$ cat src/design/ppnc_pkg.sv
// ----------------------------------------------------------------------------
// ppnc_pkg
// Shared types, constants and helpers for the portable path name checker.
// ----------------------------------------------------------------------------
package ppnc_pkg;

  // counter width for path and component lengths
  localparam int COUNT_BITS = 16;

  // field widths
  localparam int BYTE_BITS   = 8;
  localparam int PLIM_BITS   = 13;
  localparam int NLIM_BITS   = 12;
  localparam int OLEN_BITS   = 16;
  localparam int VERD_BITS   = 3;
  localparam int CFG_IDX_BITS  = 4;
  localparam int CFG_DATA_BITS = 16;

  // reset values of the limits
  localparam logic [PLIM_BITS-1:0] PATH_LIMIT_RST = PLIM_BITS'(256);
  localparam logic [NLIM_BITS-1:0] NAME_LIMIT_RST = NLIM_BITS'(14);

  // reported length saturates here
  localparam logic [31:0] OUT_LEN_MAX = 32'd65535;

  // special characters
  localparam logic [BYTE_BITS-1:0] CHAR_SLASH = 8'h2f;
  localparam logic [BYTE_BITS-1:0] CHAR_DASH  = 8'h2d;
  localparam logic [BYTE_BITS-1:0] CHAR_DOT   = 8'h2e;
  localparam logic [BYTE_BITS-1:0] CHAR_UNDER = 8'h5f;

  // configuration register indexes
  typedef enum logic [CFG_IDX_BITS-1:0] {
    REG_CHECK_PORTABLE = 4'd0,
    REG_CHECK_DASH     = 4'd1,
    REG_PATH_LIMIT     = 4'd2,
    REG_NAME_LIMIT     = 4'd3
  } reg_idx_e;

  // verdict codes
  typedef enum logic [VERD_BITS-1:0] {
    VERDICT_OK        = 3'd0,
    VERDICT_DASH      = 3'd1,
    VERDICT_BAD_CHAR  = 3'd2,
    VERDICT_EMPTY     = 3'd3,
    VERDICT_PATH_LONG = 3'd4,
    VERDICT_COMP_LONG = 3'd5
  } verdict_e;

  typedef struct packed {
    logic                 check_portable_chars;
    logic                 check_leading_dash;
    logic [PLIM_BITS-1:0] path_limit;
    logic [NLIM_BITS-1:0] name_limit;
  } cfg_t;

  typedef struct packed {
    logic [BYTE_BITS-1:0] name_byte;
    logic                 byte_present;
    logic                 last_byte;
  } item_t;

  typedef struct packed {
    verdict_e             verdict;
    logic [BYTE_BITS-1:0] offending_char;
    logic [OLEN_BITS-1:0] offending_length;
  } res_t;

  // portable set: letters, digits, dot, underscore, dash and slash
  function automatic logic is_portable(input logic [BYTE_BITS-1:0] c);
    return (c >= 8'h61 && c <= 8'h7a) || (c >= 8'h41 && c <= 8'h5a) ||
           (c >= 8'h30 && c <= 8'h39) || c == CHAR_DOT || c == CHAR_UNDER ||
           c == CHAR_DASH || c == CHAR_SLASH;
  endfunction

  // saturating increment of a length counter
  function automatic logic [COUNT_BITS-1:0] sat_inc(input logic [COUNT_BITS-1:0] v);
    return (&v) ? v : v + COUNT_BITS'(1);
  endfunction

endpackage

$ cat src/design/ppnc_cfg_regs.sv
// ----------------------------------------------------------------------------
// ppnc_cfg_regs
// Configuration register file; writes to unknown indexes are dropped.
// ----------------------------------------------------------------------------
module ppnc_cfg_regs import ppnc_pkg::*; (
  input  logic                     clk,
  input  logic                     rst,
  input  logic                     cfg_valid,
  output logic                     cfg_ready,
  input  logic [CFG_IDX_BITS-1:0]  cfg_index,
  input  logic [CFG_DATA_BITS-1:0] cfg_data,
  output cfg_t                     cfg
);

  // always able to take a write
  assign cfg_ready = 1'b1;

  // register writes
  always_ff @(posedge clk) begin
    if (rst) begin
      cfg.check_portable_chars <= 1'b0;
      cfg.check_leading_dash   <= 1'b0;
      cfg.path_limit           <= PATH_LIMIT_RST;
      cfg.name_limit           <= NAME_LIMIT_RST;
    end else if (cfg_valid && cfg_ready) begin
      unique case (cfg_index)
        REG_CHECK_PORTABLE: cfg.check_portable_chars <= cfg_data[0];
        REG_CHECK_DASH:     cfg.check_leading_dash   <= cfg_data[0];
        REG_PATH_LIMIT:     cfg.path_limit           <= cfg_data[PLIM_BITS-1:0];
        REG_NAME_LIMIT:     cfg.name_limit           <= cfg_data[NLIM_BITS-1:0];
        default: ;
      endcase
    end
  end

endmodule

$ cat src/design/ppnc_in_reg.sv
// ----------------------------------------------------------------------------
// ppnc_in_reg
// Input register stage; holds one word until the scan stage consumes it.
// ----------------------------------------------------------------------------
module ppnc_in_reg import ppnc_pkg::*; (
  input  logic  clk,
  input  logic  rst,
  input  logic  in_valid,
  output logic  in_stall,
  input  item_t in_item,
  input  logic  advance,
  output logic  s1_valid,
  output item_t s1_item
);

  logic load;
  logic s1_valid_next;

  // take a new word when empty or when the held one moves on
  assign in_stall = s1_valid && !advance;
  assign load     = in_valid && !in_stall;

  always_comb begin
    s1_valid_next = s1_valid;
    if (load) begin
      s1_valid_next = 1'b1;
    end else if (advance) begin
      s1_valid_next = 1'b0;
    end
  end

  // valid flag
  always_ff @(posedge clk) begin
    if (rst) begin
      s1_valid <= 1'b0;
    end else begin
      s1_valid <= s1_valid_next;
    end
  end

  // payload
  always_ff @(posedge clk) begin
    if (load) begin
      s1_item <= in_item;
    end
  end

endmodule

$ cat src/design/ppnc_scan.sv
// ----------------------------------------------------------------------------
// ppnc_scan
// Per-name state and verdict logic; updates once per consumed word.
// ----------------------------------------------------------------------------
module ppnc_scan import ppnc_pkg::*; (
  input  logic  clk,
  input  logic  rst,
  input  cfg_t  cfg,
  input  logic  fire,
  input  item_t item,
  output res_t  res
);

  logic [COUNT_BITS-1:0] path_length, path_length_next;
  logic [COUNT_BITS-1:0] component_length, component_length_next;
  logic                  at_component_start, at_component_start_next;
  logic                  dash_seen, dash_seen_next;
  logic                  bad_char_seen, bad_char_seen_next;
  logic [BYTE_BITS-1:0]  first_bad_char, first_bad_char_next;
  logic                  long_component_seen, long_component_seen_next;
  logic [COUNT_BITS-1:0] first_long_length, first_long_length_next;

  // post-word values before the end-of-name close
  logic [COUNT_BITS-1:0] pl1, cl1, fll1;
  logic                  acs1, ds1, bcs1, lcs1;
  logic [BYTE_BITS-1:0]  fbc1;
  // values after closing the final component
  logic                  lcs2;
  logic [COUNT_BITS-1:0] fll2;
  logic                  basic, extra;
  logic [31:0]           olen_wide;

  // byte update
  always_comb begin
    pl1  = path_length;
    cl1  = component_length;
    acs1 = at_component_start;
    ds1  = dash_seen;
    bcs1 = bad_char_seen;
    fbc1 = first_bad_char;
    lcs1 = long_component_seen;
    fll1 = first_long_length;
    if (item.byte_present) begin
      pl1 = sat_inc(path_length);
      if (!bad_char_seen && !is_portable(item.name_byte)) begin
        bcs1 = 1'b1;
        fbc1 = item.name_byte;
      end
      if (item.name_byte == CHAR_SLASH) begin
        if (!long_component_seen &&
            component_length > COUNT_BITS'(cfg.name_limit)) begin
          lcs1 = 1'b1;
          fll1 = component_length;
        end
        cl1  = '0;
        acs1 = 1'b1;
      end else begin
        if (at_component_start && item.name_byte == CHAR_DASH) begin
          ds1 = 1'b1;
        end
        acs1 = 1'b0;
        cl1  = sat_inc(component_length);
      end
    end
  end

  // close the final component
  always_comb begin
    lcs2 = lcs1;
    fll2 = fll1;
    if (!lcs1 && cl1 > COUNT_BITS'(cfg.name_limit)) begin
      lcs2 = 1'b1;
      fll2 = cl1;
    end
  end

  // verdict in priority order
  always_comb begin
    basic = cfg.check_portable_chars;
    extra = cfg.check_leading_dash;
    res.verdict        = VERDICT_OK;
    res.offending_char = '0;
    olen_wide          = '0;
    priority if (extra && ds1) begin
      res.verdict = VERDICT_DASH;
    end else if (basic && bcs1) begin
      res.verdict        = VERDICT_BAD_CHAR;
      res.offending_char = fbc1;
    end else if ((basic || extra) && pl1 == '0) begin
      res.verdict = VERDICT_EMPTY;
    end else if (basic && pl1 >= COUNT_BITS'(cfg.path_limit)) begin
      res.verdict = VERDICT_PATH_LONG;
      olen_wide   = 32'(pl1);
    end else if (basic && lcs2) begin
      res.verdict = VERDICT_COMP_LONG;
      olen_wide   = 32'(fll2);
    end else begin
      res.verdict = VERDICT_OK;
    end
    res.offending_length = (olen_wide > OUT_LEN_MAX) ? OLEN_BITS'(OUT_LEN_MAX)
                                                     : OLEN_BITS'(olen_wide);
  end

  // next state: clear after the last word of a name
  always_comb begin
    if (item.last_byte) begin
      path_length_next         = '0;
      component_length_next    = '0;
      at_component_start_next  = 1'b1;
      dash_seen_next           = 1'b0;
      bad_char_seen_next       = 1'b0;
      first_bad_char_next      = '0;
      long_component_seen_next = 1'b0;
      first_long_length_next   = '0;
    end else begin
      path_length_next         = pl1;
      component_length_next    = cl1;
      at_component_start_next  = acs1;
      dash_seen_next           = ds1;
      bad_char_seen_next       = bcs1;
      first_bad_char_next      = fbc1;
      long_component_seen_next = lcs1;
      first_long_length_next   = fll1;
    end
  end

  // state registers
  always_ff @(posedge clk) begin
    if (rst) begin
      path_length         <= '0;
      component_length    <= '0;
      at_component_start  <= 1'b1;
      dash_seen           <= 1'b0;
      bad_char_seen       <= 1'b0;
      first_bad_char      <= '0;
      long_component_seen <= 1'b0;
      first_long_length   <= '0;
    end else if (fire) begin
      path_length         <= path_length_next;
      component_length    <= component_length_next;
      at_component_start  <= at_component_start_next;
      dash_seen           <= dash_seen_next;
      bad_char_seen       <= bad_char_seen_next;
      first_bad_char      <= first_bad_char_next;
      long_component_seen <= long_component_seen_next;
      first_long_length   <= first_long_length_next;
    end
  end

  // a finished name leaves the state clear
  a_clear_after_last: assert property (@(posedge clk) disable iff (rst)
    fire && item.last_byte |=> path_length == '0 && at_component_start &&
                               !bad_char_seen && !long_component_seen)
    else $error("name state not cleared after last word");

  // path length only grows within a name
  a_path_grows: assert property (@(posedge clk) disable iff (rst)
    !(fire && item.last_byte) |=> path_length >= $past(path_length))
    else $error("path length went down inside a name");

  // component never longer than the path
  a_comp_le_path: assert property (@(posedge clk) disable iff (rst)
    component_length <= path_length)
    else $error("component longer than path");

  // offending char only with a bad character verdict
  a_char_only_bad: assert property (@(posedge clk) disable iff (rst)
    res.verdict != VERDICT_BAD_CHAR |-> res.offending_char == '0)
    else $error("offending char set for wrong verdict");

endmodule

$ cat src/design/ppnc_out_reg.sv
// ----------------------------------------------------------------------------
// ppnc_out_reg
// Result register; holds a word until the sink takes it.
// ----------------------------------------------------------------------------
module ppnc_out_reg import ppnc_pkg::*; (
  input  logic                 clk,
  input  logic                 rst,
  input  logic                 res_valid,
  input  res_t                 res,
  output logic                 can_take,
  output logic                 out_valid,
  input  logic                 out_stall,
  output logic [VERD_BITS-1:0] verdict,
  output logic [BYTE_BITS-1:0] offending_char,
  output logic [OLEN_BITS-1:0] offending_length
);

  logic load;

  // free when empty or when the held word leaves this cycle
  assign can_take = !out_valid || !out_stall;
  assign load     = res_valid && can_take;

  // valid flag
  always_ff @(posedge clk) begin
    if (rst) begin
      out_valid <= 1'b0;
    end else if (can_take) begin
      out_valid <= res_valid;
    end
  end

  // payload
  always_ff @(posedge clk) begin
    if (load) begin
      verdict          <= res.verdict;
      offending_char   <= res.offending_char;
      offending_length <= res.offending_length;
    end
  end

endmodule

$ cat src/design/portable_path_name_checker_top.sv
// Path: an accepted word is held in the input register; the verdict for a last word is
//   captured in the result register once that register has room.
// Throughput: one word per cycle unless stalled; one scan stage updates all per-name state.
// Reset: rst clears the pipeline valids and per-name state and loads the register defaults
//   (both checks off, path limit 256, name limit 14).
// ----------------------------------------------------------------------------
// portable_path_name_checker_top
// Checks a byte-serial file name for portability and reports one verdict.
// ----------------------------------------------------------------------------
module portable_path_name_checker_top import ppnc_pkg::*; (
  input  logic                     clk,
  input  logic                     rst,
  // configuration
  input  logic                     cfg_valid,
  output logic                     cfg_ready,
  input  logic [CFG_IDX_BITS-1:0]  cfg_index,
  input  logic [CFG_DATA_BITS-1:0] cfg_data,
  // input channel
  input  logic                     in_valid,
  output logic                     in_stall,
  input  logic [BYTE_BITS-1:0]     name_byte,
  input  logic                     byte_present,
  input  logic                     last_byte,
  // output channel
  output logic                     out_valid,
  input  logic                     out_stall,
  output logic [VERD_BITS-1:0]     verdict,
  output logic [BYTE_BITS-1:0]     offending_char,
  output logic [OLEN_BITS-1:0]     offending_length
);

  cfg_t  cfg;
  item_t in_item;
  item_t s1_item;
  logic  s1_valid;
  logic  advance;
  logic  can_take;
  logic  fire;
  res_t  res;

  assign in_item.name_byte    = name_byte;
  assign in_item.byte_present = byte_present;
  assign in_item.last_byte    = last_byte;

  // a last word needs room in the result register
  assign advance = !s1_item.last_byte || can_take;
  assign fire    = s1_valid && advance;

  ppnc_cfg_regs u_cfg (
    .clk       (clk),
    .rst       (rst),
    .cfg_valid (cfg_valid),
    .cfg_ready (cfg_ready),
    .cfg_index (cfg_index),
    .cfg_data  (cfg_data),
    .cfg       (cfg)
  );

  ppnc_in_reg u_in (
    .clk      (clk),
    .rst      (rst),
    .in_valid (in_valid),
    .in_stall (in_stall),
    .in_item  (in_item),
    .advance  (advance),
    .s1_valid (s1_valid),
    .s1_item  (s1_item)
  );

  ppnc_scan u_scan (
    .clk  (clk),
    .rst  (rst),
    .cfg  (cfg),
    .fire (fire),
    .item (s1_item),
    .res  (res)
  );

  ppnc_out_reg u_out (
    .clk              (clk),
    .rst              (rst),
    .res_valid        (s1_valid && s1_item.last_byte),
    .res              (res),
    .can_take         (can_take),
    .out_valid        (out_valid),
    .out_stall        (out_stall),
    .verdict          (verdict),
    .offending_char   (offending_char),
    .offending_length (offending_length)
  );

endmodule
$ cat config.mk
export PLATFORM = sky130hd
export DESIGN_NAME = portable_path_name_checker_top
export DESIGN_NICKNAME = d
export VERILOG_FILES = /design/src/design/ppnc_pkg.sv /design/src/design/ppnc_cfg_regs.sv /design/src/design/ppnc_in_reg.sv /design/src/design/ppnc_scan.sv /design/src/design/ppnc_out_reg.sv /design/src/design/portable_path_name_checker_top.sv
export SDC_FILE = /design/constraint.sdc
export NUM_CORES = 1
export LEC_CHECK = 0
export BUFFER_PORTS_ARGS = -buffer_cell sky130_fd_sc_hd__buf_4
export CAP_MARGIN = 20
export CELL_PAD_IN_SITES_DETAIL_PLACEMENT = 1
export CELL_PAD_IN_SITES_GLOBAL_PLACEMENT = 1
export CORE_MARGIN = 10
export CORE_UTILIZATION = 46
export CTS_CLUSTER_SIZE = 28
export DETAILED_ROUTE_END_ITERATION = 7
export PLACE_DENSITY = 0.78
export RECOVER_POWER = 25
export SLEW_MARGIN = 10
export SYNTH_ARGS = -nofsm -noshare
export SYNTH_HDL_FRONTEND = slang
export SYNTH_SLANG_ARGS = --single-unit
$ cat constraint.sdc
create_clock -name clk -period 4.6 [get_ports clk]
set_input_delay 0.69 -clock clk [delete_from_list [all_inputs] [get_ports clk]]
set_output_delay 0.69 -clock clk [all_outputs]
set_load 0.005 [all_outputs]
### Yosys cells after proc, flatten, opt, wreduce, memory -nomap -nowiden

Cells that the tools add are included.

* bits in registers: 126
* input port bits: 35
* output and inout port bits: 30
* logic and storage cells: 130

* add/subtract/negate cells: 2
* $lt $le $gt $ge: 10
* equality and inequality tests: 7
* muxes and demuxes: 41
* bitwise gates (word level): 1
* reduce and logical (&&, ||, !) cells: 48

Operators with widths (number)
* $mux W16: 13
* $mux W32: 4
* $add A16 B1 Y16 const B: 2
* $gt A16 B12 Y1: 2
* $gt A32 B16 Y1 const B: 1
* $reduce_and A16 Y1: 2
* $eq A8 B6 Y1 const B: 3
* $mux W8: 3
* $logic_and A1 B1 Y1: 17
* $mux W1: 17
* $ge A16 B13 Y1: 1
* $ge A8 B7 Y1 const B: 2
* $le A8 B7 Y1 const B: 2
* $logic_not A16 Y1: 1
* $reduce_and A2 Y1: 5
* $logic_not A1 Y1: 9
* $logic_or A1 B1 Y1: 9
* $eq A4 B2 Y1 const B: 2
* $eq A8 B7 Y1 const B: 1
* $ge A8 B6 Y1 const B: 1
* $le A8 B6 Y1 const B: 1
* $mux W3: 2
* $eq A4 B1 Y1 const B: 1
* $logic_not A4 Y1: 1
* other kinds (5): 7

### Depth between registers and ports, before layout

* depth after elaboration: 16
* mapped depth: 16
* gate-level depth less buffers: 14

### By module

A second synthesis with hierarchy kept.

* cells, all modules: 848
* area total of the unflattened synthesis: 7536.0 µm²

By module, submodules not included
* ppnc_scan: times used 1, cells an instance 684, area each 5113.7 µm², seq. area each 1201.2 µm²
* ppnc_cfg_regs: times used 1, cells an instance 115, area each 1192.4 µm², seq. area each 540.5 µm²
* ppnc_out_reg: times used 1, cells an instance 32, area each 849.6 µm², seq. area each 830.8 µm²
* ppnc_in_reg: times used 1, cells an instance 14, area each 350.3 µm², seq. area each 320.3 µm²
* portable_path_name_checker_top: times used 1, cells an instance 3, area each 30.0 µm², seq. area each 0.0 µm²

### Worst setup path after synthesis

No wires, ideal clock.

* path kind: reg-to-reg
* start point: register u_scan.component_length[3]
* end point: register u_out.offending_length[8] (data pin)
* library setup time: 270 ps
* arrival: 3670 ps
* data required time: 4330 ps
* setup slack: 660 ps
* stages on the path, launching flop included: 16
* buffers on the path: 2
* clock period less this slack: 3940 ps
* path through: dfxtp_1 -> clkbuf_2 -> nand4_2 -> nor4_2 -> a2111oi_0 -> xnor2_1 -> nor2_1 -> ha_1 -> a21oi_1 -> o21ai_0 -> a2111oi_0 -> a21oi_1 -> or3_1 -> o211ai_2 -> buf_2 -> o32ai_1

* cells in the longest elaborated chain, start to end: 15
* elaborated cells between the ends (all ways): 25
* classes of those cells: add/sub: 1; order compare: 3; mux: 16; reduce/logical: 5

RTL lines
* start: declaration: line ppnc_scan.sv:15 `logic [COUNT_BITS-1:0] component_length, component_length_next;`
* start signal: assignment: line ppnc_scan.sv:140 `component_length <= component_length_next;`
* parallel branches: the longest is 9 deep, another holds $add A16 B1 Y16
* $mux W16 (*): line ppnc_scan.sv:94 `end else if (basic && lcs2) begin`
* $mux W32 (*): line ppnc_scan.sv:91 `end else if (basic && pl1 >= COUNT_BITS'(cfg.path_limit)) begin`
* $mux W32 (*): line ppnc_scan.sv:89 `end else if ((basic || extra) && pl1 == '0) begin`
* $mux W32 (*): line ppnc_scan.sv:86 `end else if (basic && bcs1) begin`
* $mux W32 (*): line ppnc_scan.sv:84 `priority if (extra && ds1) begin`
* via u_scan.olen_wide[8]: line ppnc_scan.sv:31 `logic [31:0] olen_wide;`
* $gt A32 B16 Y1: line ppnc_scan.sv:100 `res.offending_length = (olen_wide > OUT_LEN_MAX) ? OLEN_BITS'(OUT_LEN_MAX)`
* end signal: assignment: line ppnc_out_reg.sv:38 `offending_length <= res.offending_length;`
* end: declaration: line ppnc_out_reg.sv:15 `output logic [OLEN_BITS-1:0] offending_length`

Mark *: on every way through the listed nets, which the timed path passes.
A chain may end at the register's enable or synchronous reset.

### Worst setup path in the final report

* start point: register, netlist name u_in.s1_item[6]
* end point: register u_out.offending_length[11] (data pin)

* cells in the longest elaborated chain, start to end: 16
* elaborated cells between the ends (all ways): 47
* classes of those cells: order compare: 8; eq/ne: 4; mux: 18; reduce/logical: 17

RTL lines (line)
* parallel branches: the longest is 14 deep, another holds $gt A16 B12 Y1
* $mux W32 (*): ppnc_scan.sv:84
* via u_scan.olen_wide[11]: ppnc_scan.sv:31
* $gt A32 B16 Y1: ppnc_scan.sv:100

Marks and branches as above.

==> results.md <==
- Failing checks: max-capacitance violations, max-slew violations
- Synth top area share: 23.62%
- Clock sink count: 126
- Final slew viol count: 84
- GP Congestion: 0.9505
- Final Skew: 10.30 ps
- Post-Syn Area per Cell: 8.979 µm²
- Startpoint class of the critical path: register
- CTS Buffer Depth: 2
- Switching pwr: 649.2 µW
- Dpl ws: 34.09 ps
- Final setup viols: 0
- Area after DPL: 0.008411 mm²
- FF-to-FF path depth: 14
- Synth cell count leaders: nor2_1, dfxtp_1, inv_1
- Largest stage delay, worst path: 560 ps
- Synth top area cells: dfxtp_1, edfxtp_1, mux2i_1
- Setup WS post-layout: 237.3 ps
- CP Max Fanout: 17
- Finished layout cell area: 0.009056 mm²
- Pin count of the biggest net entering global routing: 84
- Crit-path cells: nor4b_1, and4_1, buf_12, nor2_1, ha_1, a21oi_1, o21ai_0, a2111oi_2, a21oi_1, o311ai_4, buf_12, mux2i_2, o32ai_1, buf_4
- Fin nets: 987
- Vias post-DR: 6,963
- Gr usage total: 23.38%
- H-tree lvl count: 4
- Routed len/inst: 22.74 µm
- Total power: 2.783 mW
- CTS clk-pin slew, worst paths: 60 ps
- Fin. Hold Viols: 0
- I/O Buffers: 60
- Initial cell density of the core: 47.14%
- Mapped cell area: 0.007542 mm²
- P_leak: 3.661 nW
- Die area: 0.02192 mm²
- CP Depth: 14
- Post-layout min period: 4363 ps
- Worst hold path type: input port to register
- Die height: 148.0 µm
- Vias in the first global route: 7,270
- Slew of the pin with the lowest slew margin: 1827 ps
- Layout area overhead: 20.07%
- Post-synth EDFFs: 37
- Fin crit share: 94.84%
- RSZ-0062 raised after global routing: yes
- Max-cap violation count: 1
- Skew-Pair Late Insertion Delay: 430 ps
- Die X: 148.0 µm
- VDD IR-drop max: 0.2678 mV
- Post-route DRC violation count: 0
- WL final: 25.96 mm
- Rows: 46
- CTS tree: done
- Global-route wire length before repair: 40.77 mm
- #FFs+latches synth: 126
- Grt total ovfl: 0
- P_int: 2.134 mW
- CTS buffer count: 17
- Root buf cell: clkbuf_16
- Power Density: 307.3 mW/mm²
- Async set-reset flop share out of synthesis: 0%
- Syn_nets: 914
- Register area share after synthesis: 38.35%
- Largest delay share family, worst path: compound AO/OA/AOI/OAI gates
- Required time worst endpoint: 4780 ps
- Post-route setup TNS: 0 ps
- IO Pins: 65
- Antenna-violating nets left: 0
- DPL Wire Length: 18.31 mm
- Antenna fix cells: 0
- Layout cells sized above 1: 19.87%
- Non-Filler Instances: 1,142
- Placed instance count: 1,109
- Count leader, synth: nor2_1
- Iter 0 DRT Violations: 386
- Initial antenna violation count: 0
- Rel. slew slack: -21.79%
- WS Path Type: register to register
- Crit end category: register
- Synth area leader: dfxtp_1
- Combinational Power Share: 5.3%
- Core box area: 0.01600 mm²
- Yosys warning count: 0
- Via density per instance: 6.097
- Fmax: 229.2 MHz
- Hold Crit Depth: 1
- Dominant synthesized flop cell: dfxtp_1
- Worst path slowest cell: nor4b_1
- Share of power burned in registers: 42.4%
- Synth Instances: 840
- Worst path buffer plus inverter count: 3
- Post-synthesis cell type count: 77
- Drt first pass iters: 6
- Clock power share: 52.4%
- Status: finished with violations
- Sw Ratio: 23.33%
- Arrival time worst endpoint: 4540 ps
stage by stage:
stage | hold WS, ps | util, %
finish | 458.3 | 56.60
global route | 447.6 | 56.60
CTS | 427.3 | 56.50
detailed placement | 453.0 | 52.56
global placement | 447.9 | 52.56
floorplan | 435.4 | -
worst paths after layout:
path                                       from                    endpoint  slack, ps
worst max register to register  u_in.s1_item[6]  u_out.offending_length[11]        240
worst min-delay path               name_byte[2]             u_in.s1_item[4]        460
worst min register to register     u_cfg.cfg[2]                u_cfg.cfg[2]        470
worst max-delay path            u_in.s1_item[6]  u_out.offending_length[11]        240
cell families (layout without fill, tap and decap cells):
group	after synthesis	count (layout)	share of synthesized area, %
compound gates	200	200	19.43
xor+xnor	18	18	2.090
fa+ha+maj	39	39	6.470
mux	66	66	9.008
simple gates	279	279	18.26
flops	126	126	38.35
other cells	1	1	0.04972
buf+inv	111	197	6.337
state kept, by name, summed over array words and instances, names as in the netlist:
| signal | count |
|---|---|
| u_cfg.cfg | 27 |
| u_out.offending_length | 16 |
| u_scan.component_length | 16 |
| u_scan.first_long_length | 16 |
| u_scan.path_length | 16 |
| u_in.s1_item | 10 |
| u_out.offending_char | 8 |
| u_scan.first_bad_char | 8 |
| u_out.verdict | 3 |
| u_in.s1_valid | 1 |
| u_out.out_valid | 1 |
| u_scan.at_component_start | 1 |
| u_scan.bad_char_seen | 1 |
| u_scan.dash_seen | 1 |
| u_scan.long_component_seen | 1 |
worst reg2reg max path, delay by kind of cell, from the launching register on:
| family | cells | cell delay, ps |
|---|---|---|
| simple gates | 3 | 1020 |
| mux | 1 | 340 |
| compound gates | 6 | 1400 |
| fa+ha+maj | 1 | 310 |
| buf+inv | 3 | 540 |
| flops | 1 | 500 |
final cells by class:
cell class	instances	area (µm²)
Multi-Input combinational cell	603	4222
Sequential cell	126	2893
Fill cell	1883	6944
Tap cell	216	270.3
Timing Repair Buffer	112	844.6
Clock inverter	14	188.9
Clock buffer	18	439.2
Inverter	53	198.9
routing by layer:
layer,wire length [µm],vias up,GRT usage (%)
li1,-,3221,-
met1,10950,3520,28.42
met2,13340,179,40.98
met3,1231,43,4.182
met4,433,0,7.037
met5,0,-,0
power by group through the flow:
stage | registers [mW] | clock network, mW | logic [mW]
floorplan | 1.19 | 0 | 0.0842
global placement | 1.20 | 0 | 0.138
global route | 1.18 | 1.52 | 0.158
finish | 1.18 | 1.46 | 0.146
CTS | 1.18 | 1.47 | 0.146
detailed placement | 1.20 | 0 | 0.143
cells in the final DEF (no fill, tap or decap), types with 8 or more instances in the layout:
master	instances
inv_1	53
a22o_1	8
nor3_1	19
clkbuf_16	17
buf_4	80
ha_1	39
nand4_1	18
nand3_1	20
a22oi_1	39
edfxtp_1	37
nor2_1	118
a211oi_1	9
a21oi_1	42
nand2_1	43
clkbuf_4	24
mux2i_1	50
dfxtp_1	89
mux2_2	15
xnor2_1	16
o32ai_1	13
o21ai_0	25
repair_timing:
item | in CTS | in global routing
pin swaps | 0 | 1
buffers inserted | 0 | 1
gates cloned | 0 | 0
hold buffers | 0 | 0
resized for setup | 1 | 6
endpoints found under the setup margin | 1 | 14
Note: power is estimated with default switching activity, not from simulation.
